`src/rtl/core/acp_pkg.sv`:
```
package acp_pkg;

   localparam int MAX_BLOCK  = 2048;
   localparam int ADDR_W     = $clog2(MAX_BLOCK);
   localparam int CNT_W      = ADDR_W + 1;
   localparam int HALF_W     = ADDR_W;
   localparam int SAMPLE_W   = 16;
   localparam int PROD_W     = 2 * SAMPLE_W;
   localparam int ENERGY_W   = 42;
   localparam int ACC_W      = 42;
   localparam int NUM_CELLS  = 8;
   localparam int CELL_IDX_W = $clog2(NUM_CELLS);
   localparam int RATE_W     = 18;
   localparam int LAG_W      = 10;
   localparam int LEVEL_W    = 15;
   localparam int DIV_W      = 42;
   localparam int DIV_CNT_W  = $clog2(DIV_W);
   localparam int DIVISOR_W  = CNT_W;
   localparam int ROOT_W     = DIV_W / 2;
   localparam int SQRT_TOP   = ((DIV_W - 1) / 2) * 2;

   localparam logic [RATE_W-1:0]  RATE_RESET = RATE_W'(48000);
   localparam logic [LEVEL_W-1:0] LEVEL_MAX  = '1;
   localparam logic signed [ACC_W-1:0] BEST_INIT = -(ACC_W'(64'd1073741824));

   typedef logic signed [SAMPLE_W-1:0] sample_type;
   typedef logic signed [ACC_W-1:0]    acc_type;

   typedef struct packed {
      logic shift;
      logic mul;
      logic accum;
      logic clear;
   } cell_ctl_type;

endpackage

```
`src/rtl/core/acp_cell.sv`:
```
module acp_cell import acp_pkg::*; (
   input  logic         clock,
   input  cell_ctl_type ctl,
   input  sample_type   tap_in,
   input  sample_type   xi,
   output sample_type   tap_out,
   output acc_type      acc_out
);

   sample_type               tap_ff;
   logic signed [PROD_W-1:0] prod_ff;
   logic signed [PROD_W-1:0] prod_in;
   acc_type                  acc_ff;
   acc_type                  acc_in;

   assign prod_in = xi * tap_ff;

   always_comb begin
      acc_in = acc_ff;
      if (ctl.clear) begin
         acc_in = '0;
      end else if (ctl.accum) begin
         acc_in = acc_ff + ACC_W'(prod_ff);
      end
   end

   always_ff @(posedge clock) begin
      if (ctl.shift) begin
         tap_ff <= tap_in;
      end
      if (ctl.mul) begin
         prod_ff <= prod_in;
      end
      acc_ff <= acc_in;
   end

   assign tap_out = tap_ff;
   assign acc_out = acc_ff;

endmodule

```
`config.mk`:
```
export PLATFORM = sky130hd
export DESIGN_NAME = acp_cell
export DESIGN_NICKNAME = d
export VERILOG_FILES = /design/src/rtl/core/acp_pkg.sv /design/src/rtl/core/acp_cell.sv
export SDC_FILE = /design/constraint.sdc
export NUM_CORES = 1
export LEC_CHECK = 0
export BUFFER_PORTS_ARGS = -buffer_cell sky130_fd_sc_hd__buf_4
export CORE_UTILIZATION = 25
export CTS_BUF_LIST = sky130_fd_sc_hd__clkbuf_8 sky130_fd_sc_hd__clkbuf_16
export DETAILED_ROUTE_END_ITERATION = 10
export PLACE_DENSITY = 0.39
export REMOVE_ABC_BUFFERS = 1
export SETUP_SLACK_MARGIN = 0.2
export SKIP_CTS_REPAIR_TIMING = 1
export SLEW_MARGIN = 5
export SYNTH_ARGS = -nofsm -noshare
export SYNTH_HDL_FRONTEND = slang
export SYNTH_SLANG_ARGS = --single-unit
```
`constraint.sdc`:
```
create_clock -name clock -period 13.4 [get_ports clock]
set_clock_uncertainty 0.05 [all_clocks]
set_input_delay 0.67 -clock clock [delete_from_list [all_inputs] [get_ports clock]]
set_output_delay 0.67 -clock clock [all_outputs]
set_load 0.01 [all_outputs]
```
==> flow_metrics.tcl, run 1 <==
set metrics [dict create \
    clk_pin_slew_worst_paths_ps 80 \
    ant_nets 0 \
    initial_core_util_pct 25.4 \
    drc_errors 0 \
    ctsLongestPathBuffers 2 \
    multi_input_area_um2 11400 \
    grt_pass1_vias 11400 \
    synthFlopType "edfxtp_1" \
    synth_cell_type_count 66 \
    wl_per_cell_um 16.1 \
    overflow 0 \
    worst_path_max_delay_cell "fa_1" \
    drive_gt1_share_pct 7.56 \
    rsz0062_at_grt "no" \
    cp-start-kind "flip-flop" \
    gp_congestion 0.798 \
    clk_latency_ps 390 \
    maxCapViolations 0 \
    synth_top_area_share_pct 34.9 \
    die-width_um 248 \
    max_stage_delay_ps 930 \
    antenna_cells 0 \
    root_buffer "clkbuf_16" \
    setup_viol_count_final 0 \
    synth_top_area_cell "fa_1" \
    htreeDepth 3 \
    path_common_cell "fa_1" \
    status "completed" \
    dr.pass1.iters 6 \
    fin_crit_sh_pct 51.7 \
    syn_area_um2 15100 \
    nNetsFinal 2085 \
    cts_made_buffers 9 \
    drt_iter0_drc 474 \
    die_h_um 248 \
    min_period_ps 6930 \
    path_cells "nand2_1, inv_1, fa_1, fa_1, fa_1, fa_1, fa_1, inv_1, fa_1, inv_1, ha_1, inv_1, or3_1, or2_0, a311o_1, a21oi_1, or3_1, a21oi_1, xnor2_1" \
    critPathRequiredTime_ps 13490 \
    crit_family "adder cells" \
    path_class "flip-flop to flip-flop" \
    fmax_mhz 144 \
    grt_pass1_wl_um 64000 \
    final_max_slew_viol_count 0 \
    crit_fanout 17 \
    relSlewSlack_pct 42.8 \
    seq_area_frac_synth_pct 15.1 \
    crit_buf_inv 4 \
    syn-mean-instance-area_um2 9.35 \
    tightest_slew_ps 859 \
    hold_path.class "input port to flip-flop" \
    hpwl_um 32200 \
    nFillCells 6352 \
    area_growth_pct 11.7 \
    detail_route.wirelength_um 39300 \
    yosys_register_bits 90 \
    tns_ps 0 \
    synth_area_leaders "fa_1 35%, ha_1 10%, edfxtp_1 9.6%" \
    ioPinCount 95 \
    fp.dieArea_um2 61300 \
    finalHoldViolCount 0 \
    antenna_found_initial 0 \
    vias 10600 \
    cts_tree "done" \
    synth-edff-count 48 \
    netlist_instances 1612 \
    endpoint_kind "flip-flop" \
    yosys_warnings 0 \
    cts.sink_count 90 \
    rows 89 \
    grt_use_total_pct 13.5 \
    ff_latch_area_um2 2280 \
    grt_max_degree 61 \
    core_um2 59200 \
    io_buffers 94 \
    final_common_cell "inv_1" \
    drt-vias-per-instance 4.34 \
    layout_common_cells "308 x inv_1, 263 x fa_1, 157 x nand2_1" \
    cp.arrival_ps 7020 \
    synthArstFlopShare_pct 0 \
]
[sequential cells by signal (all words and copies together), names as in the netlist]
register and cells:
acc_out 42, prod_ff 32, tap_out 16
[metal layers]
layer	wire length [µm]	GRT usage, %	up-vias
met5	0	0	-
met4	499	2.91	0
met3	1340	2.11	22
met2	17300	21.5	149
met1	20100	19.1	5196
li1	-	-	5211
[Yosys cell counts, types with 26 or more instances]
master    number
a21oi_1       61
xnor2_1       53
o21ai_0       28
a21o_1        27
fa_1         263
nand2_1      157
mux2i_1       26
clkbuf_1      48
inv_1        308
dfxtp_1       42
ha_1         123
edfxtp_1      48
nor2_1        79
and2_1       127
[final timing paths]
path,start,endpoint,slack (ps),depth (start not counted)
setup / recovery,tap_out[1]$_DFFE_PP_,prod_ff[30]$_DFFE_PP_,6470,19
hold / removal,tap_in[15],tap_out[15]$_DFFE_PP_,420,1
setup reg to reg,tap_out[1]$_DFFE_PP_,prod_ff[30]$_DFFE_PP_,6470,19
hold reg to reg,acc_out[26]$_SDFFE_PP0P_,acc_out[26]$_SDFFE_PP0P_,450,2
[logic make-up (layout without fill, tap and decap cells)]
group | after synthesis | count (layout) | synth area share [%]
AND/OR/NAND/NOR | 467 | 467 | 15.4
adder cells (fa/ha/maj) | 386 | 386 | 45.2
buffers and inverters | 363 | 418 | 9.08
AO/OA/AOI/OAI | 214 | 214 | 9.64
flip-flops | 90 | 90 | 15.1
XOR/XNOR | 64 | 64 | 3.72
multiplexers | 28 | 28 | 1.88
[final cells by class]
cell class	count	share of cell area, %
Timing Repair Buffer	94	4.19
Tap cell	773	5.74
Clock inverter	7	0.483
Sequential cell	90	13.6
Clock buffer	9	1.34
Multi-Input combinational cell	1159	67.8
Inverter	308	6.87
[per-stage QoR]
stage,instance area (µm²),std cells,hold slack (ps),worst slack [ps],util [%]
4_1_cts,16800,2440,387,6430,28.4
3_5_place_dp,16500,2424,443,6400,27.9
2_1_floorplan,14900,1557,448,7050,-
3_3_place_gp,16500,2424,443,6470,27.9
5_1_grt,16800,2440,391,6140,28.4
6_report,16800,2440,417,6470,28.4
Power of run 1 is left out: the tool's default activity adds up to more than one toggle a clock period on the data nets, which glitch-free logic cannot reach.
==> run 2, diff against run 1 <==
--- a/config.mk
+++ b/config.mk
@@ -9,7 +9,7 @@
 export CORE_UTILIZATION = 25
 export CTS_BUF_LIST = sky130_fd_sc_hd__clkbuf_8 sky130_fd_sc_hd__clkbuf_16
 export DETAILED_ROUTE_END_ITERATION = 10
-export PLACE_DENSITY = 0.39
+export PLACE_DENSITY = 0.4
 export REMOVE_ABC_BUFFERS = 1
 export SETUP_SLACK_MARGIN = 0.2
 export SKIP_CTS_REPAIR_TIMING = 1
==> constraint.sdc (replaced) <==
create_clock -name clock -period 6.2 [get_ports clock]
set_clock_uncertainty 0.05 [all_clocks]
set_input_delay 0.31 -clock clock [delete_from_list [all_inputs] [get_ports clock]]
set_output_delay 0.31 -clock clock [all_outputs]
set_load 0.01 [all_outputs]
==> flow_metrics.tcl, run 2 (synthesized netlist as in run 1, its figures left out) <==
set metrics [dict create \
    status "completed" \
    setup_viol_count_final 0 \
    root_buffer "clkbuf_16" \
    grt_use_total_pct 13.8 \
    wl_per_cell_um 15.8 \
    ctsLongestPathBuffers 2 \
    fin_ws_ps 83.4 \
    rsz0062_at_grt "yes" \
    critPathRequiredTime_ps 6290 \
    fin_crit_sh_pct 98.7 \
    fin_hold_ws_ps 54.9 \
    fin_area_um2 18000 \
    ioPinCount 95 \
    overflow 0 \
    gp_congestion 0.817 \
    htreeDepth 3 \
    hpwl_um 35100 \
    place_area_um2 17300 \
    fmax_mhz 163 \
    antenna_found_initial 0 \
    largest_reg_flops 42 \
    relSlewSlack_pct 45.2 \
    grt_max_degree 61 \
    ant_nets 0 \
    core_um2 59200 \
    nFillCells 6298 \
    die_h_um 248 \
    area_growth_pct 19.6 \
    clk_pin_slew_worst_paths_ps 70 \
    path_class "flip-flop to flip-flop" \
    dp_slack_ps -114 \
    drive_gt1_share_pct 16.6 \
    grt_pass1_vias 12100 \
    tns_ps 0 \
    vias 11000 \
    antenna_cells 0 \
    detail_route.wirelength_um 40400 \
    tightest_slew_ps 822 \
    hold_path.class "input port to flip-flop" \
    maxCapViolations 0 \
    nNetsFinal 2194 \
    min_period_ps 6120 \
    layout_common_cells "305 x inv_1, 249 x fa_1, 191 x buf_4" \
    drt_iter0_drc 367 \
    final_max_slew_viol_count 0 \
    grt_pass1_wl_um 65700 \
    io_buffers 94 \
    cp-start-kind "flip-flop" \
    die-width_um 248 \
    drc_errors 0 \
    cp.arrival_ps 6210 \
    cts.sink_count 90 \
    dr.pass1.iters 7 \
    endpoint_kind "flip-flop" \
    initial_core_util_pct 25.4 \
    crit_fanout 6 \
    cts_tree "done" \
    fp.dieArea_um2 61300 \
    drt-vias-per-instance 4.31 \
    clk_latency_ps 380 \
    final_common_cell "inv_1" \
    rows 89 \
    finalHoldViolCount 0 \
    cts_made_buffers 9 \
]
## run 2: metal layers
layer | global-route usage (%) | part of all wire [%]
met5 | 0 | 0
met4 | 3.39 | 1.6
met3 | 1.97 | 2.7
met2 | 23.8 | 48
met1 | 18.0 | 48
## run 2: area by class of cell
| type | instances | area, µm² | share of cell area [%] |
|---|---|---|---|
| sequential | 90 | 2280 | 12.7 |
| inverter | 308 | 1160 | 6.42 |
| tap | 773 | 967 | 5.37 |
| multi-input combinational | 1159 | 11700 | 65.0 |
| timing repair buffer | 203 | 1580 | 8.76 |
| clock buffer | 11 | 275 | 1.53 |
| clock inverter | 5 | 46.3 | 0.257 |
## run 2: stage by stage
stage	util [%]	std cells
after floorplan	-	1557
after global placement	29.2	2526
after detailed placement	29.2	2526
after CTS	29.8	2542
after global routing	30.4	2549
final	30.4	2549
## run 2: worst max-delay path: stages (launching register included)
cell,delay [ps]
edfxtp_1,500
buf_6,180
and2_4,150
fa_1,590
fa_2,460
fa_2,600
fa_2,430
fa_1,490
inv_1,50
fa_1,470
inv_1,60
ha_4,280
nand3_2,90
or3_4,380
or2_1,230
a311o_1,390
a21oi_2,180
or3_1,130
a21oi_2,50
xnor2_1,120
## run 2: final timing paths
| kind | start | endpoint | slack (ps) | cells after the start |
|---|---|---|---|---|
| setup / recovery | tap_out[5]$_DFFE_PP_ | prod_ff[30]$_DFFE_PP_ | 80 | 19 |
| hold / removal | tap_in[8] | tap_out[8]$_DFFE_PP_ | 50 | 1 |
| setup reg to reg | tap_out[5]$_DFFE_PP_ | prod_ff[30]$_DFFE_PP_ | 80 | 19 |
| hold reg to reg | acc_out[39]$_SDFFE_PP0P_ | acc_out[39]$_SDFFE_PP0P_ | 460 | 2 |
Power of run 2 is left out for the same reason.
