**src/rtl/core/acp_pkg.sv**
```systemverilog
package acp_pkg;

   localparam int MAX_BLOCK  = 2048;
   localparam int ADDR_W     = $clog2(MAX_BLOCK);
   localparam int CNT_W      = ADDR_W + 1;
   localparam int HALF_W     = ADDR_W;
   localparam int SAMPLE_W   = 16;
   localparam int PROD_W     = 2 * SAMPLE_W;
   localparam int ENERGY_W   = 42;
   localparam int ACC_W      = 42;
   localparam int NUM_CELLS  = 8;
   localparam int CELL_IDX_W = $clog2(NUM_CELLS);
   localparam int RATE_W     = 18;
   localparam int LAG_W      = 10;
   localparam int LEVEL_W    = 15;
   localparam int DIV_W      = 42;
   localparam int DIV_CNT_W  = $clog2(DIV_W);
   localparam int DIVISOR_W  = CNT_W;
   localparam int ROOT_W     = DIV_W / 2;
   localparam int SQRT_TOP   = ((DIV_W - 1) / 2) * 2;

   localparam logic [RATE_W-1:0]  RATE_RESET = RATE_W'(48000);
   localparam logic [LEVEL_W-1:0] LEVEL_MAX  = '1;
   localparam logic signed [ACC_W-1:0] BEST_INIT = -(ACC_W'(64'd1073741824));

   typedef logic signed [SAMPLE_W-1:0] sample_type;
   typedef logic signed [ACC_W-1:0]    acc_type;

   typedef struct packed {
      logic shift;
      logic mul;
      logic accum;
      logic clear;
   } cell_ctl_type;

endpackage

```
**src/rtl/core/acp_div.sv**
```systemverilog
module acp_div import acp_pkg::*; (
   input  logic                 clock,
   input  logic                 reset,
   input  logic                 start,
   input  logic [DIV_W-1:0]     dividend,
   input  logic [DIVISOR_W-1:0] divisor,
   output logic                 busy,
   output logic                 done,
   output logic [DIV_W-1:0]     quotient
);

   logic                 busy_ff;
   logic                 done_ff;
   logic [DIV_CNT_W-1:0] cnt_ff;
   logic [DIV_W-1:0]     dnd_ff;
   logic [DIVISOR_W-1:0] rem_ff;
   logic [DIVISOR_W-1:0] dsr_ff;
   logic [DIVISOR_W:0]   trial;
   logic [DIVISOR_W:0]   diff;
   logic                 ge;

   assign trial = {rem_ff, dnd_ff[DIV_W-1]};
   assign diff  = trial - {1'b0, dsr_ff};
   assign ge    = trial >= {1'b0, dsr_ff};

   always_ff @(posedge clock) begin
      if (reset) begin
         busy_ff <= 1'b0;
         done_ff <= 1'b0;
      end else begin
         done_ff <= 1'b0;
         if (start) begin
            busy_ff <= 1'b1;
         end else if (busy_ff && cnt_ff == DIV_CNT_W'(DIV_W - 1)) begin
            busy_ff <= 1'b0;
            done_ff <= 1'b1;
         end
      end
   end

   always_ff @(posedge clock) begin
      if (start) begin
         dnd_ff <= dividend;
         rem_ff <= '0;
         dsr_ff <= divisor;
         cnt_ff <= '0;
      end else if (busy_ff) begin
         rem_ff <= ge ? diff[DIVISOR_W-1:0] : trial[DIVISOR_W-1:0];
         dnd_ff <= {dnd_ff[DIV_W-2:0], ge};
         cnt_ff <= cnt_ff + 1'b1;
      end
   end

   assign busy     = busy_ff;
   assign done     = done_ff;
   assign quotient = dnd_ff;

endmodule

```
**config.mk**
```make
export PLATFORM = sky130hd
export DESIGN_NAME = acp_div
export DESIGN_NICKNAME = d
export VERILOG_FILES = /design/src/rtl/core/acp_pkg.sv /design/src/rtl/core/acp_div.sv
export SDC_FILE = /design/constraint.sdc
export NUM_CORES = 1
export LEC_CHECK = 0
export BUFFER_PORTS_ARGS = -buffer_cell sky130_fd_sc_hd__buf_2
export CAP_MARGIN = 20
export CELL_PAD_IN_SITES_DETAIL_PLACEMENT = 1
export CELL_PAD_IN_SITES_GLOBAL_PLACEMENT = 1
export CORE_MARGIN = 3
export CORE_UTILIZATION = 41
export DETAILED_ROUTE_END_ITERATION = 8
export HOLD_SLACK_MARGIN = 0.05
export PLACE_DENSITY_LB_ADDON = 0.12
export RECOVER_POWER = 50
export SKIP_CTS_REPAIR_TIMING = 1
export SLEW_MARGIN = 20
export SYNTH_ARGS = -nofsm -noshare
export SYNTH_HDL_FRONTEND = slang
export SYNTH_SLANG_ARGS = --single-unit
```
**constraint.sdc**
```tcl
create_clock -name clock -period 3 [get_ports clock]
set_input_delay 0.3 -clock clock [delete_from_list [all_inputs] [get_ports clock]]
set_output_delay 0.3 -clock clock [all_outputs]
set_load 0.01 [all_outputs]
```
==> results of run 1 <==
==> registers in the layout, indices dropped and copies added, names as in the netlist <==
signal / cells
dsr_ff: 12
cnt_ff: 6
busy: 1
done: 1
rem_ff: 12
quotient: 42
==> layout make-up <==
class                      count  area share (%)
multi-input combinational    189            34.8
clock buffer                  10            2.88
sequential                    74            45.6
timing repair buffer         104            10.5
clock inverter                 6            1.50
tap                          105            2.97
inverter                      20            1.69
==> routing by layer <==
layer  share of wire [%]  GRT usage (%)  vias up
met4                 2.0           7.57        0
met3                 5.5           4.08       15
met2                  50           28.4       67
met5                   0              0        -
met1                  43           21.7     1280
li1                    -              -     1296
==> worst max-delay path by stage <==
stage                                 from                 endpoint  slack, ns  cells after the start
finish                   busy$_SDFFE_PP0P_   cnt_ff[5]$_SDFFE_PP0P_       0.52                      4
global route             busy$_SDFFE_PP0P_   cnt_ff[5]$_SDFFE_PP0P_       0.22                      4
CTS                 quotient[41]$_DFFE_PP_  rem_ff[10]$_SDFFE_PP0P_       0.59                      9
detailed placement  quotient[41]$_DFFE_PP_  rem_ff[10]$_SDFFE_PP0P_       0.62                      9
global placement    quotient[41]$_DFFE_PP_  rem_ff[10]$_SDFFE_PP0P_       0.71                      9
floorplan           quotient[41]$_DFFE_PP_  rem_ff[10]$_SDFFE_PP0P_       0.75                      9
==> kinds of logic (layout without fill, tap and decap cells) <==
group / count (synthesis) / after routing / synth area share [%]
AO/OA/AOI/OAI: 51 / 51 / 11.9
multiplexers: 45 / 45 / 13.7
flip-flops: 74 / 74 / 54.8
buffers and inverters: 32 / 140 / 3.49
XOR/XNOR: 7 / 7 / 1.66
adder cells (fa/ha/maj): 15 / 15 / 5.29
AND/OR/NAND/NOR: 71 / 71 / 9.25
==> power by group through the flow <==
stage	sequential [mW]	combinational (mW)	clock, mW
2_1_floorplan	1.31	0.335	0
3_3_place_gp	1.28	0.535	0
3_5_place_dp	1.29	0.546	0
4_1_cts	1.26	0.551	0.795
5_1_grt	1.28	0.587	0.835
6_report	1.26	0.525	0.770
==> cell usage in the layout (no fill, tap or decap), types with 2 or more instances in the layout <==
master | Yosys | final
a211oi_1 | 2 | 2
ha_1 | 14 | 14
xnor2_1 | 4 | 4
mux2i_1 | 2 | 2
edfxtp_1 | 54 | 54
mux2_2 | 43 | 41
a21oi_2 | 3 | 3
o21ai_1 | 3 | 3
clkbuf_2 | 0 | 2
mux2_1 | 0 | 2
xor2_1 | 3 | 3
clkbuf_8 | 0 | 9
a21oi_1 | 7 | 7
a311oi_2 | 6 | 6
nand3_1 | 8 | 8
o21ai_0 | 6 | 6
nand4_1 | 3 | 3
nor2b_1 | 3 | 3
or3_1 | 4 | 4
clkinvlp_4 | 0 | 2
o21bai_1 | 3 | 3
inv_1 | 20 | 20
clkbuf_1 | 9 | 46
o21a_1 | 2 | 2
buf_2 | 1 | 56
nand2b_1 | 2 | 2
dfxtp_1 | 20 | 20
nor3b_1 | 3 | 3
nor2_1 | 22 | 22
nand2_1 | 21 | 21
a311oi_1 | 3 | 3
o211ai_1 | 2 | 2
==> worst max-delay path, delay by kind of cell, from the launching register on <==
| kind | cells | cell delay, ns |
|---|---|---|
| and+or+nand+nor | 2 | 0.83 |
| DFF | 1 | 0.34 |
| buffers and inverters | 1 | 1.09 |
| AOI/OAI and AO/OA | 1 | 0.14 |
==> through the flow <==
stage	area (µm²)	setup slack (ns)
global placement	4300	0.708
CTS	4490	0.593
detailed placement	4300	0.623
floorplan	3690	0.752
global route	4430	0.224
finish	4430	0.515
==> results.md, run 1 <==
* Detailed Place HPWL at 6410 µm
* Hold Crit Depth at 2
* Psw at 0.738 mW
* Finished Layout Cells at 508
* Internal power at 1.82 mW
* Setup TNS at 0 ns
* Final min period at 2.48 ns
* Top cell type's share of synthesized area at 43.9%
* Seq/Total Area, Yosys at 54.8%
* Area of the mapped netlist at 3690 µm²
* Syn-to-layout area delta at 20.0%
* DIE AREA at 10200 µm²
* Reg2reg end: cnt_ff[5]$_SDFFE_PP0P_
* Clk network pwr share at 30.1%
* Number of I/O port buffers at 100
* CTS H-tree depth at 3
* Synth area leaders: edfxtp_1 44%, mux2_2 13%, dfxtp_1 11%, ha_1 4.7%, a311oi_2 2.4%
* Hold Path End: busy$_SDFFE_PP0P_
* Vias at 2658
* F_max at 0.402 GHz
* Power Total at 2.56 mW
* Most common cell in the netlist: edfxtp_1
* Cts bufs inserted at 9
* Worst reg2reg path depth at 4
* Reg2reg start: busy$_SDFFE_PP0P_
* FILL cells at 953
* CP endpoint kind: flip-flop
* Die width at 101 µm
* Post-synth top area cell: edfxtp_1
* I/O Pins at 101
* CP max stage delay at 1.09 ns
* Slew HR at 0.638%
* Critical-path cell list: clkbuf_1 > nand4_1 > or3_1 > a21oi_1
* Largest net degree at the start of global routing at 43
* Syn avg cell area at 12.5 µm²
* Largest buffer count on any clock path at 2
* Antenna Nets Post-Route at 0
* TritonRoute pass-1 iters at 4
* Initial drt markers at 82
* Leading register cell type out of synthesis: edfxtp_1
* Root Buffer: clkbuf_8
* Net Sw Frac at 28.8%
* Layout cell share with drive strength beyond 1 at 31.8%
* Reg2reg setup slack at 0.52 ns
* Synth warnings at 0
* Final core area utilization at 52.3%
* Vias in the first global route at 2757
* Worst path slowest cell: clkbuf_1
* Worst endpoint required time at 3.27 ns
* Total track usage at 17.3%
* Crit Path Class: reg2reg
* Worst slew pin tran at 1.49 ns
* Final setup fails at 0
* Distinct cells, synth at 50
* Core Area at 8460 µm²
* Synth Register Bits at 74
* CP startpoint kind: flip-flop
* Latest clock arrival within the worst-skew pair at 0.35 ns
* Clk slew on worst S/H paths at 0.08 ns
* WL/cell at 17.1 µm
* Leakage power at 1.73 nW
* # diodes at 0
* Fin crit share at 82.8%
* Cell count after synthesis at 295
* # placed instances at 492
* Worst Skew at 0.00531 ns
* RSZ-0062 raised after global routing: false
* Initial antenna violation count at 0
* CTS tree: done
* Maximum VDD drop at 0.260 mV
* Footprint of the multi-input gates at 1540 µm²
* Vias/cell at 5.23
* Synth async-reset ratio at 0%
* Hold wc startpoint: reset
* Register area at 2020 µm²
* Initial core utilization at 43.6%
* Num rows at 33
* Top cells by count, synth: 54 x edfxtp_1, 43 x mux2_2, 22 x nor2_1
* Worst hold-check path type: in2reg
* Remaining global-route overflow at 0
* Seq pwr share at 49.4%
* Die Ht at 101 µm
* Status: finished clean
* Combinational group share of total power at 20.5%
* Max cap viols at 0
* Nets at 470
* EDFF count, synth at 54
* Synth Net Count at 367
* Max FO, Critical Path at 30
* Pins Over Slew Limit at 0
* Final GP Congestion at 0.758
* Clk sinks at 74
* WHS at 0.119 ns
* Pwr/cell area at 578 nW/µm²
* First-pass GRT wire length at 13700 µm
* Drt drc at 0
* WP data arrival at 2.75 ns
* Drt total wl at 8670 µm
* Final Hold Fails at 0
(Power assumes the default switching activity.)
==> run 2: changes to the inputs <==
Clock period 3 ns to 2.4 ns, I/O delays scaled along.
==> run 2 against run 1 <==
Net effect: count of clock-buffer cells in the layout decreased by 1; clock power rose by 43%; worst hold slack worse by 0.054 ns; via count up 2.1%; sequential share of layout area is 2.1 points lower; fmax grew 11%; highest routed layer unchanged; design area is 4.8% higher; critical path type unchanged; die area unchanged; critical path depth rose by 5.
==> results.md, run 2 (same netlist as run 1, synthesis figures left out) <==
* Die Ht at 101 µm
* Total track usage at 17.8%
* Max cap viols at 0
* Setup TNS at 0 ns
* Worst hold-check path type: in2reg
* FILL cells at 928
* Final setup fails at 0
* Buf+Inv Stages, Crit Path at 1
* Top delay family on crit path: compound AO/OA/AOI/OAI gates
* Clk sinks at 74
* Antenna Nets Post-Route at 0
* Vias/cell at 5.19
* TritonRoute pass-1 iters at 4
* Layout cell share with drive strength beyond 1 at 34.0%
* Root Buffer: clkbuf_8
* Remaining global-route overflow at 0
* WL/cell at 17.0 µm
* F_max at 0.445 GHz
* Critical-path cell list: inv_1 > ha_1 > fa_2 > nor2b_2 > o21bai_1 > a21o_1 > a2111oi_4 > o31ai_2 > a311oi_2
* Worst reg2reg path depth at 9
* Drt drc at 0
* Final Hold Fails at 0
* Reg2reg setup slack at 0.15 ns
* Hold Path End: dsr_ff[3]$_DFFE_PP_
* Initial core utilization at 43.6%
* Max FO, Critical Path at 3
* Die width at 101 µm
* CP endpoint kind: flip-flop
* Maximum VDD drop at 0.305 mV
* # diodes at 0
* Power Total at 3.38 mW
* Final min period at 2.25 ns
* WP data arrival at 2.52 ns
* Vias at 2714
* WHS at 0.0648 ns
* CP max stage delay at 0.38 ns
* Syn-to-layout area delta at 25.7%
* Leakage power at 1.82 nW
* Slew HR at 23.6%
* Latest clock arrival within the worst-skew pair at 0.35 ns
* Vias in the first global route at 2792
* Crit Path Class: reg2reg
* Commonest non-fill, non-tap cell in the layout: buf_2
* Worst slew pin tran at 1.15 ns
* CP startpoint kind: flip-flop
* CTS tree: done
* Hold wc startpoint: divisor[3]
* Worst path slowest cell: fa_2
* Pins Over Slew Limit at 0
* Finished Layout Cells at 523
* Fin crit share at 93.7%
* Initial drt markers at 35
* Detailed Place HPWL at 6450 µm
* Reg2reg end: rem_ff[10]$_SDFFE_PP0P_
* Most frequent cells in the layout: 57 x buf_2, 54 x edfxtp_1, 43 x mux2_2, 43 x clkbuf_1, 22 x nor2_1
* Clk slew on worst S/H paths at 0.08 ns
* Num rows at 33
* Largest net degree at the start of global routing at 48
* DIE AREA at 10200 µm²
* Core Area at 8460 µm²
* Drt total wl at 8870 µm
* Initial antenna violation count at 0
* I/O Pins at 101
* Largest buffer count on any clock path at 2
* # placed instances at 494
* Number of I/O port buffers at 100
* Max FFs per register at 42
* Final GP Congestion at 0.801
* Reg2reg start: quotient[41]$_DFFE_PP_
* First-pass GRT wire length at 14000 µm
* RSZ-0062 raised after global routing: false
* Hold Crit Depth at 1
* Nets at 485
* Cts bufs inserted at 9
* Status: finished clean
* Pwr/cell area at 728 nW/µm²
* Worst endpoint required time at 2.67 ns
* Worst Skew at 0.0102 ns
* CTS H-tree depth at 3
run 2: cell types whose count changed in the layout (fill, tap and decap cells not counted), sizes merged:
| cell | change |
|---|---|
| inv | +2 |
| clkinvlp | -1 |
| clkinv | -1 |
| bufinv | +1 |
| buf | +6 |
| clkbuf | -4 |
| dlygate4sd3 | +12 |
run 2: how the worst max path moves through the flow:
stage	end	startpoint	slack [ns]	depth (start not counted)
finish	rem_ff[10]$_SDFFE_PP0P_	quotient[41]$_DFFE_PP_	0.15	9
global route	rem_ff[10]$_SDFFE_PP0P_	quotient[41]$_DFFE_PP_	0.006	9
CTS	rem_ff[10]$_SDFFE_PP0P_	quotient[41]$_DFFE_PP_	0.01	9
detailed placement	rem_ff[10]$_SDFFE_PP0P_	quotient[41]$_DFFE_PP_	0.04	9
global placement	rem_ff[10]$_SDFFE_PP0P_	quotient[41]$_DFFE_PP_	0.11	9
floorplan	rem_ff[10]$_SDFFE_PP0P_	quotient[41]$_DFFE_PP_	0.15	9
run 2: per-layer routing:
metal | vias up | global-route usage (%) | wire (µm) | share of wire (%)
met5 | - | 0 | 0 | 0
li1 | 1333 | - | - | -
met4 | 0 | 6.54 | 123 | 1.4
met1 | 1311 | 22.3 | 3880 | 44
met3 | 10 | 4.98 | 451 | 5.1
met2 | 60 | 29.2 | 4410 | 50
run 2: final cells by class:
cell class | instances | area, µm² | share of cell area (%)
clock buffer | 9 | 124 | 2.67
clock inverter | 7 | 98.8 | 2.13
inverter | 20 | 75.1 | 1.62
multi-input combinational | 189 | 1570 | 33.9
sequential | 74 | 2020 | 43.6
tap | 105 | 131 | 2.83
timing repair buffer | 119 | 617 | 13.3
run 2: where the power goes:
part	switching, mW	internal [mW]	total [mW]
Combinational	0.389	0.306	0.695
Sequential	0.0658	1.51	1.58
Clock	0.510	0.595	1.10
Total	0.965	2.41	3.38
run 2: per-stage QoR:
stage	setup slack (ns)	instance area (µm²)	util [%]
floorplan	0.152	3690	-
global placement	0.112	4320	51.0
detailed placement	0.0443	4320	51.0
CTS	0.0129	4540	53.6
global route	0.00620	4640	54.8
finish	0.152	4640	54.8
