<file path="config.mk">
export PLATFORM = sky130hd
export DESIGN_NAME = acp_sqrt
export DESIGN_NICKNAME = d
export VERILOG_FILES = /design/src/rtl/core/acp_pkg.sv /design/src/rtl/core/acp_sqrt.sv
export SDC_FILE = /design/constraint.sdc
export NUM_CORES = 1
export LEC_CHECK = 0
export BUFFER_PORTS_ARGS = -buffer_cell sky130_fd_sc_hd__buf_2
export CELL_PAD_IN_SITES_DETAIL_PLACEMENT = 0
export CELL_PAD_IN_SITES_GLOBAL_PLACEMENT = 1
export CORE_ASPECT_RATIO = 1.2
export CORE_MARGIN = 5
export CORE_UTILIZATION = 30
export CTS_CLUSTER_DIAMETER = 150
export DETAILED_ROUTE_END_ITERATION = 12
export GPL_ROUTABILITY_DRIVEN = 1
export PLACE_DENSITY = 0.54
export SLEW_MARGIN = 10
export SYNTH_ARGS = -nofsm -noshare
export SYNTH_HDL_FRONTEND = slang
export SYNTH_SLANG_ARGS = --single-unit
</file>
<file path="constraint.sdc">
create_clock -name clock -period 6.8 [get_ports clock]
set_clock_uncertainty 0.2 [all_clocks]
set_input_delay 1.02 -clock clock [delete_from_list [all_inputs] [get_ports clock]]
set_output_delay 1.02 -clock clock [all_outputs]
set_load 0.01 [all_outputs]
</file>
<file path="src/rtl/core/acp_pkg.sv">
package acp_pkg;

   localparam int MAX_BLOCK  = 2048;
   localparam int ADDR_W     = $clog2(MAX_BLOCK);
   localparam int CNT_W      = ADDR_W + 1;
   localparam int HALF_W     = ADDR_W;
   localparam int SAMPLE_W   = 16;
   localparam int PROD_W     = 2 * SAMPLE_W;
   localparam int ENERGY_W   = 42;
   localparam int ACC_W      = 42;
   localparam int NUM_CELLS  = 8;
   localparam int CELL_IDX_W = $clog2(NUM_CELLS);
   localparam int RATE_W     = 18;
   localparam int LAG_W      = 10;
   localparam int LEVEL_W    = 15;
   localparam int DIV_W      = 42;
   localparam int DIV_CNT_W  = $clog2(DIV_W);
   localparam int DIVISOR_W  = CNT_W;
   localparam int ROOT_W     = DIV_W / 2;
   localparam int SQRT_TOP   = ((DIV_W - 1) / 2) * 2;

   localparam logic [RATE_W-1:0]  RATE_RESET = RATE_W'(48000);
   localparam logic [LEVEL_W-1:0] LEVEL_MAX  = '1;
   localparam logic signed [ACC_W-1:0] BEST_INIT = -(ACC_W'(64'd1073741824));

   typedef logic signed [SAMPLE_W-1:0] sample_type;
   typedef logic signed [ACC_W-1:0]    acc_type;

   typedef struct packed {
      logic shift;
      logic mul;
      logic accum;
      logic clear;
   } cell_ctl_type;

endpackage

</file>
<file path="src/rtl/core/acp_sqrt.sv">
module acp_sqrt import acp_pkg::*; (
   input  logic              clock,
   input  logic              reset,
   input  logic              start,
   input  logic [DIV_W-1:0]  value,
   output logic              done,
   output logic [ROOT_W-1:0] root
);

   logic             busy_ff;
   logic             done_ff;
   logic [DIV_W-1:0] v_ff;
   logic [DIV_W-1:0] res_ff;
   logic [DIV_W-1:0] bit_ff;
   logic [DIV_W-1:0] sum;

   assign sum = res_ff + bit_ff;

   always_ff @(posedge clock) begin
      if (reset) begin
         busy_ff <= 1'b0;
         done_ff <= 1'b0;
      end else begin
         done_ff <= 1'b0;
         if (start) begin
            busy_ff <= 1'b1;
         end else if (busy_ff && bit_ff[0]) begin
            busy_ff <= 1'b0;
            done_ff <= 1'b1;
         end
      end
   end

   always_ff @(posedge clock) begin
      if (start) begin
         v_ff   <= value;
         res_ff <= '0;
         bit_ff <= DIV_W'(1) << SQRT_TOP;
      end else if (busy_ff) begin
         if (v_ff >= sum) begin
            v_ff   <= v_ff - sum;
            res_ff <= (res_ff >> 1) + bit_ff;
         end else begin
            res_ff <= res_ff >> 1;
         end
         bit_ff <= bit_ff >> 2;
      end
   end

   assign done = done_ff;
   assign root = res_ff[ROOT_W-1:0];

endmodule

</file>
==> flow_summary.toml, run 1 <==
[global_route]
antenna_found_initial = 0
grt_max_degree = 70
grt_pass1_wl_um = 47500
grt_pass1_vias = 8564
overflow = 0
grt_use_total = 0.166

[die]
die_x_um = 173
die_area_sq_mm = 0.0354
io_pins = 67
row_count = 71
die_h_um = 205
core_area_sq_mm = 0.0314
start_util = 0.303

[routing]
wl_per_cell_um = 18.6
vias = 8518
drt-vias-per-instance = 5.35
drt-total-wl_um = 29600
firstDrtPassIters = 5
drt_iter0_markers = 356
drc = 0
drtAntennaViolNets = 0

[final_layout]
antenna_cells = 0
num-nets-final = 1318
drive_above_1_share = 0.107
syn2layout_area_growth_pct = 8.42
fill_cells = 3413

[yosys]
syn_nets = 1314
synth_ff_type = "dfxtp_1"
synthArstFlopShare = 0
avgSynthCellArea_sq_um = 8.05
synth_top_area_frac = 0.137
synthDistinctLibCells = 78
synth_edf_count = 42
syn_area_sq_mm = 0.00951
ys_warn_count = 0
yosys.area.top_type = "dfxtp_1"
synth-seq-area-share = 0.269
synth_seq_cells = 107
syn_inst = 1182
synth_area_leaders = "dfxtp_1 14%, edfxtp_1 13%, ha_1 11%"

[sta]
tightest_slew_ns = 1.07
min_period_ns = 6.12
tns_ns = 0
setup_slack_ns = 0.678
fmax_mhz = 163
finalCritPeriodShare = 0.900
slew_viol_final = 0
slew-limit-headroom = 0.288
setup_violations = 0
rsz0062_at_grt = "no"
finalHoldViolCount = 0

[clocking]
clock_latency_ns = 0.38
clockBufferDepth = 2
ctsResizeCount = 0
ctsRootBufferMaster = "clkbuf_16"
cts.htree.levels = 3
clk_pin_slew_worst_paths_ns = 0.09
cts_tree = "built"
cts_hold_buf = 0
post_cts_buffers = 0
numCtsBuffers = 9
cts.sinks = 107

[placement]
hpwl_um = 22800
place_ws_ns = 0.655
io_buffers = 66
gp_congestion = 0.836

[pwr]
p_leak_nw = 4.00
vdd_ir_drop_max_v = 0.000211
p_per_area_mw_per_mm2 = 361

[worst_setup_path]
cp_data_arrival_time_ns = 6.21
cp-end-kind = "flip-flop"
cp_max_fo = 52
criticalPathCategory = "flip-flop to flip-flop"
start_kind = "flip-flop"
cp.required_ns = 6.89

[job]
drv_cap = 0

[worst_hold_path]
hp-class = "flip-flop to flip-flop"

[status]
status = "finished, final reports clean"
-- cell usage after synthesis, drive strengths merged (9+ instances only) --
cell type	instances
a21o	30
xor2	47
a31o	9
clkbuf	41
inv	29
edfxtp	42
o21a	11
buf	40
a211oi	30
nor2	118
xnor2	43
ha	86
mux2i	28
a31oi	36
or3	10
nor3	25
o21ai	99
o21bai	16
nand2	138
o31ai	19
dfxtp	65
nand4	21
and3	12
a21oi	71
a311oi	15
nor4	9
nand3	13
-- layout by cell type, fill, tap and decap left out, drive strengths merged, types with 5 or more instances in the layout --
master  instances
nand2         138
nor2          118
o21ai          99
ha             86
buf            74
a21oi          71
dfxtp          65
xor2           47
xnor2          43
edfxtp         42
a31oi          36
inv            32
a21o           30
a211oi         30
mux2i          28
nor3           25
nand4          21
o31ai          19
o21bai         16
a311oi         15
nand3          13
and3           12
o21a           11
or3            10
nor4            9
clkbuf          9
a31o            9
nor2b           7
o211ai          7
nand2b          6
and2            5
clkinv          5
-- worst max-delay path: stages (launching register included) --
cell and delay, ns:
dfxtp_1 0.38, ha_1 0.37, a31oi_1 0.12, a211oi_2 0.41, a21oi_1 0.23, o21ba_2 0.29
o31ai_2 0.31, a21oi_1 0.19, o21ai_0 0.33, a21oi_1 0.14, xor2_1 0.17, ha_1 0.37
nand4_1 0.18, nor3_1 0.09, a41oi_1 0.20, o211ai_1 0.12, a21oi_1 0.28, o31a_2 0.92
buf_4 0.28, nand2_1 0.06, o211a_1 0.13, nor4_1 0.23
-- path summary, 6_finish.rpt --
kind                  start         end  slack, ns  cells past startpoint
setup / recovery  res_ff[2]  res_ff[26]       0.68                     21
hold / removal    res_ff[0]   res_ff[0]       0.32                      2
setup reg to reg  res_ff[2]  res_ff[26]       0.68                     21
hold reg to reg   res_ff[0]   res_ff[0]       0.32                      2
-- report_power, final --
group          total [W]  internal, W  leakage, nW  switching, W
clock network   0.000551     0.000257        0.144      0.000294
logic            0.00217     0.000849         2.90       0.00132
registers        0.00100     0.000868        0.953      0.000132
-- sequential cells by signal (all words and copies together), names as in the netlist --
register and flops:
busy_ff 1, bit_ff 21, done 1, v_ff 42, res_ff 42
-- metal layers --
layer  GRT usage  part of all wire
met5           0                 0
met4      0.0512             0.020
met3      0.0151             0.021
met2       0.310              0.51
met1       0.200              0.45
-- layout make-up --
| cell class | instances | area [sq um] | area share |
|---|---|---|---|
| Clock buffer | 9 | 225 | 0.0218 |
| Clock inverter | 7 | 60.1 | 0.00582 |
| Inverter | 30 | 113 | 0.0109 |
| Multi-Input combinational cell | 964 | 6440 | 0.625 |
| Sequential cell | 107 | 2570 | 0.249 |
| Tap cell | 401 | 502 | 0.0486 |
| Timing Repair Buffer | 74 | 405 | 0.0393 |
-- logic make-up (layout without fill, tap and decap cells) --
| logic type | count (synthesis) | in the layout | synth area share |
|---|---|---|---|
| XOR/XNOR | 90 | 90 | 0.0829 |
| adder cells (fa/ha/maj) | 87 | 87 | 0.115 |
| buffers and inverters | 111 | 120 | 0.0550 |
| AO/OA/AOI/OAI | 377 | 377 | 0.263 |
| AND/OR/NAND/NOR | 378 | 378 | 0.180 |
| flip-flops | 107 | 107 | 0.269 |
| multiplexers | 32 | 32 | 0.0342 |
-- metrics by stage --
| stage | cell area (sq um) | power [W] | utilization | cells | hold WS (ns) |
|---|---|---|---|---|---|
| floorplan | 9510 | 0.00265 | - | 1182 | 0.268 |
| global placement | 10000 | 0.00323 | 0.320 | 1576 | 0.294 |
| detailed placement | 10000 | 0.00320 | 0.320 | 1576 | 0.304 |
| CTS | 10300 | 0.00378 | 0.329 | 1592 | 0.318 |
| global route | 10300 | 0.00407 | 0.329 | 1592 | 0.339 |
| finish | 10300 | 0.00372 | 0.329 | 1592 | 0.318 |
No activity file was read; power rests on OpenSTA's default activity.
==> run 2: changes to the inputs <==
--- a/config.mk
+++ b/config.mk
@@ -10,11 +10,11 @@
 export CELL_PAD_IN_SITES_GLOBAL_PLACEMENT = 1
 export CORE_ASPECT_RATIO = 1.2
 export CORE_MARGIN = 5
-export CORE_UTILIZATION = 30
+export CORE_UTILIZATION = 45
 export CTS_CLUSTER_DIAMETER = 150
 export DETAILED_ROUTE_END_ITERATION = 12
 export GPL_ROUTABILITY_DRIVEN = 1
-export PLACE_DENSITY = 0.54
+export PLACE_DENSITY_LB_ADDON = 0.2
 export SLEW_MARGIN = 10
 export SYNTH_ARGS = -nofsm -noshare
 export SYNTH_HDL_FRONTEND = slang
==> run 2 against run 1 <==
Total power shrank 0.78%. Design area fell by 1.5%. Non-clock buffer count decreased by 2. Critical path depth decreased by 1. Worst setup slack improved by 0.39 ns. Critical endpoint is now v_ff[31].
==> flow_summary.toml, run 2 (same netlist as run 1, synthesis figures left out) <==
[placement]
gp_congestion = 0.858
placed_cell_area_sq_mm = 0.00985
dp.cells = 1443
hpwl_um = 19700
place_ws_ns = 1.12
io_buffers = 66

[sta]
setup_violations = 0
setup_slack_ns = 1.07
fmax_mhz = 175
finalHoldViolCount = 0
rsz0062_at_grt = "no"
finalCritPeriodShare = 0.843
slew_viol_final = 0
slew-limit-headroom = 0.542
min_period_ns = 5.73
tightest_slew_ns = 0.686
tns_ns = 0

[status]
status = "finished, final reports clean"

[die]
core_area_sq_mm = 0.0209
die_h_um = 169
die_x_um = 143
io_pins = 67
row_count = 58
start_util = 0.455
die_area_sq_mm = 0.0242

[final_layout]
num-nets-final = 1316
syn2layout_area_growth_pct = 6.83
antenna_cells = 0
fin_util = 0.486
layout_common_cells = "138 x nand2_1, 118 x nor2_1, 90 x o21ai_0"
final_common_cell = "nand2_1"
drive_above_1_share = 0.105
fill_cells = 2098
final_cells = 1459
postLayoutCellArea_sq_mm = 0.0102
reg_top3 = "res_ff (42), v_ff (42), bit_ff (21)"

[worst_setup_path]
critPathSlowestCell = "ha_1"
cp_data_arrival_time_ns = 5.58
cp_max_fo = 38
start_kind = "flip-flop"
max_stage_delay_ns = 0.40
timing.critical_path.mode_cell = "a21oi_1"
criticalPathCategory = "flip-flop to flip-flop"
critPathLaunch = "res_ff[2]"
rr_startpoint = "res_ff[2]"
crit_path_cell_trace = "ha_1, a31oi_1, a211oi_2, a21oi_1, o21ba_2, o31ai_2, a21oi_1, o21ai_0, a21oi_1, xor2_1, ha_1, nand4_1, nor3_1, a41oi_1, o211ai_1, a21oi_1, o31ai_4, buf_4, a21o_2, buf_12"
cp.required_ns = 6.65
cp-end-kind = "flip-flop"

[clocking]
ctsResizeCount = 0
cts.htree.levels = 3
numCtsBuffers = 9
cts.sinks = 107
clock_latency_ns = 0.36
clockBufferDepth = 2
post_cts_buffers = 0
cts_hold_buf = 0
cts_tree = "built"
ctsRootBufferMaster = "clkbuf_16"
clk_pin_slew_worst_paths_ns = 0.08

[routing]
drt-vias-per-instance = 5.86
firstDrtPassIters = 5
wl_per_cell_um = 17.8
vias = 8552
drt-total-wl_um = 26000
drtAntennaViolNets = 0
drc = 0
drt_iter0_markers = 433

[global_route]
overflow = 0
grt_pass1_vias = 8417
grt_max_degree = 79
grt_use_total = 0.213
grt_pass1_wl_um = 41900
antenna_found_initial = 1

[worst_hold_path]
worstHoldStart = "res_ff[0]"
hp-class = "flip-flop to flip-flop"

[pwr]
p_per_area_mw_per_mm2 = 364
vdd_ir_drop_max_v = 0.000344
p_leak_nw = 4.00

[job]
drv_cap = 0
-- run 2: critical path: cells and delay by family, from the launching register on --
family          cells  cell delay [ns]
flops               1             0.38
compound gates     13             2.77
simple gates        2             0.45
xor+xnor            1             0.16
buf+inv             2             0.61
fa+ha+maj           2             0.78
-- run 2: per-layer routing --
metal,vias to the layer above,track usage,part of all wire
li1,4348,-,-
met4,2,0.0595,0.019
met3,34,0.0273,0.030
met5,-,0,0.00031
met2,118,0.395,0.51
met1,4050,0.257,0.44
-- run 2: area by class of cell --
| type | count | area, sq um | share of cell area |
|---|---|---|---|
| clock buffer | 11 | 264 | 0.0260 |
| clock inverter | 5 | 48.8 | 0.00480 |
| inverter | 30 | 113 | 0.0111 |
| multi-input combinational | 964 | 6440 | 0.634 |
| sequential | 107 | 2570 | 0.253 |
| tap | 270 | 338 | 0.0332 |
| timing repair buffer | 72 | 390 | 0.0384 |
-- run 2: metrics by stage --
stage	total power, W	hold WS, ns
floorplan	0.00265	0.268
global placement	0.00312	0.295
detailed placement	0.00313	0.298
CTS	0.00372	0.309
global route	0.00399	0.362
finish	0.00369	0.303
-- run 2: where the power goes --
group | leakage, nW | internal (W) | switching [W] | total [W]
Clock | 0.156 | 0.000291 | 0.000275 | 0.000566
Combinational | 2.89 | 0.000845 | 0.00128 | 0.00213
Sequential | 0.953 | 0.000868 | 0.000135 | 0.00100
-- run 2: path summary, 6_finish.rpt --
kind / endpoint / slack [ns] / cells after the start
max: v_ff[31] / 1.07 / 20
min: res_ff[0] / 0.30 / 2
max reg2reg: v_ff[31] / 1.07 / 20
min reg2reg: res_ff[0] / 0.30 / 2
==> run 3: changes to the inputs <==
==> constraint.sdc (replaced) <==
create_clock -name clock -period 6 [get_ports clock]
set_clock_uncertainty 0.2 [all_clocks]
set_input_delay 0.9 -clock clock [delete_from_list [all_inputs] [get_ports clock]]
set_output_delay 0.9 -clock clock [all_outputs]
set_load 0.01 [all_outputs]
==> run 3 against run 2 <==
Critical path depth rose by 1. Clock power rose by 16%. Flip-flop and latch count did not move. Final cell count rose by 0.96%. Combinational power rose by 17%. First-iteration DRC count fell by 0.92%. Hold slack improved by 0.022 ns. Critical endpoint is now res_ff[21].
==> flow_summary.toml, run 3 (same netlist as run 1, synthesis figures left out) <==
[die]
die_area_sq_mm = 0.0242
start_util = 0.455
core_area_sq_mm = 0.0209
row_count = 58
die_x_um = 143
die_h_um = 169
io_pins = 67

[clocking]
cts_hold_buf = 0
numCtsBuffers = 9
cts.sinks = 107
clk_pin_slew_worst_paths_ns = 0.08
ctsRootBufferMaster = "clkbuf_16"
clockBufferDepth = 2
clock_latency_ns = 0.36
cts_tree = "built"
cts.htree.levels = 3
ctsResizeCount = 0

[final_layout]
area.sequential_sq_mm = 0.00257
reg_top3 = "res_ff (42), v_ff (42), bit_ff (21)"
syn2layout_area_growth_pct = 8.40
antenna_cells = 0
fill_cells = 2063
multi_input_area_sq_mm = 0.00644
drive_above_1_share = 0.116
fin_util = 0.493
layout_common_cells = "138 x nand2_1, 118 x nor2_1, 90 x o21ai_0"
postLayoutCellArea_sq_mm = 0.0103
final_common_cell = "nand2_1"
num-nets-final = 1330

[sta]
finalHoldViolCount = 0
slew-limit-headroom = 0.573
setup_slack_ns = 0.569
rsz0062_at_grt = "no"
setup_violations = 0
tightest_slew_ns = 0.641
fmax_mhz = 184
slew_viol_final = 0
min_period_ns = 5.43
finalCritPeriodShare = 0.905
tns_ns = 0

[routing]
vias = 8545
firstDrtPassIters = 4
drt_iter0_markers = 429
drt-total-wl_um = 26400
drc = 0
wl_per_cell_um = 17.9
drtAntennaViolNets = 0
drt-vias-per-instance = 5.80

[pwr]
vdd_ir_drop_max_v = 0.000212
p_per_area_mw_per_mm2 = 415
p_leak_nw = 4.09

[worst_setup_path]
critPathTopFamily = "compound AO/OA/AOI/OAI gates"
cp_num_buf_inv = 2
critPathSlowestCell = "ha_1"
timing.critical_path.mode_cell = "a21oi_1"
crit_path_cell_trace = "ha_1, a31oi_1, a211oi_2, buf_4, a21oi_1, o21ba_2, o31ai_2, a21oi_1, o21ai_0, a21oi_1, xor2_1, ha_1, nand4_1, nor3_1, a41oi_1, o211ai_1, a21oi_1, o31a_2, buf_12, or3_1, a311oi_1"
max_stage_delay_ns = 0.40
criticalPathCategory = "flip-flop to flip-flop"
cp.required_ns = 6.07
cp-end-kind = "flip-flop"
cp_data_arrival_time_ns = 5.50
cp_max_fo = 25
start_kind = "flip-flop"

[global_route]
gr-usage-met1 = 0.257
grt_pass1_wl_um = 43100
grt_max_degree = 57
grt_use_total = 0.218
overflow = 0
grt_pass1_vias = 8572
antenna_found_initial = 0
top_usage_layer = "met2"
use_met3 = 0.0203
grt_use_met2 = 0.412

[placement]
hpwl_um = 20600
place_ws_ns = 0.516
gp_congestion = 0.885
placed_cell_area_sq_mm = 0.00998
io_buffers = 66

[worst_hold_path]
hp-class = "flip-flop to flip-flop"

[job]
drv_cap = 0

[status]
status = "finished, final reports clean"
## run 3: final timing paths
path / from / endpoint / slack [ns] / cells past startpoint
max: res_ff[2] / res_ff[21] / 0.57 / 21
min: res_ff[0] / res_ff[0] / 0.33 / 2
max reg2reg: res_ff[2] / res_ff[21] / 0.57 / 21
min reg2reg: res_ff[0] / res_ff[0] / 0.33 / 2
## run 3: tightest hold or removal path: cells and delay by family, from the launching register on
kind	cells	cell delay, ns
flip-flops	1	0.33
AO/OA/AOI/OAI	1	0.05
AND/OR/NAND/NOR	1	0.10
## run 3: through the flow
stage / hold WS, ns / power [W] / std cells
global placement: 0.304 / 0.00362 / 1455
CTS: 0.336 / 0.00430 / 1471
finish: 0.326 / 0.00428 / 1473
global route: 0.381 / 0.00463 / 1473
detailed placement: 0.318 / 0.00362 / 1455
floorplan: 0.268 / 0.00301 / 1182
## run 3: repair_timing
action | 4_1_cts | 5_1_grt
setup buffers | 0 | 2
setup endpoints to repair | 0 | 2
endpoints found under the hold margin | 0 | 0
## run 3: layout make-up
type,count,share of cell area
repair buffers,86,0.0517
flip-flops and latches,107,0.249
multi-input cells,964,0.625
clock buffers,11,0.0245
well taps,270,0.0328
clock inverters,5,0.00655
inverters,30,0.0109
## run 3: report_power, final
part	internal, W	leakage (nW)	switching, W	total, W
Sequential	0.000984	0.953	0.000142	0.00113
Clock	0.000354	0.160	0.000300	0.000654
Combinational	0.00102	2.98	0.00148	0.00250
Total	0.00236	4.09	0.00192	0.00428
## run 3: routing by layer
layer,routed length (um),up-vias
met1,11200,3997
met5,0,-
met3,708,39
met2,13900,144
li1,-,4365
met4,640,0
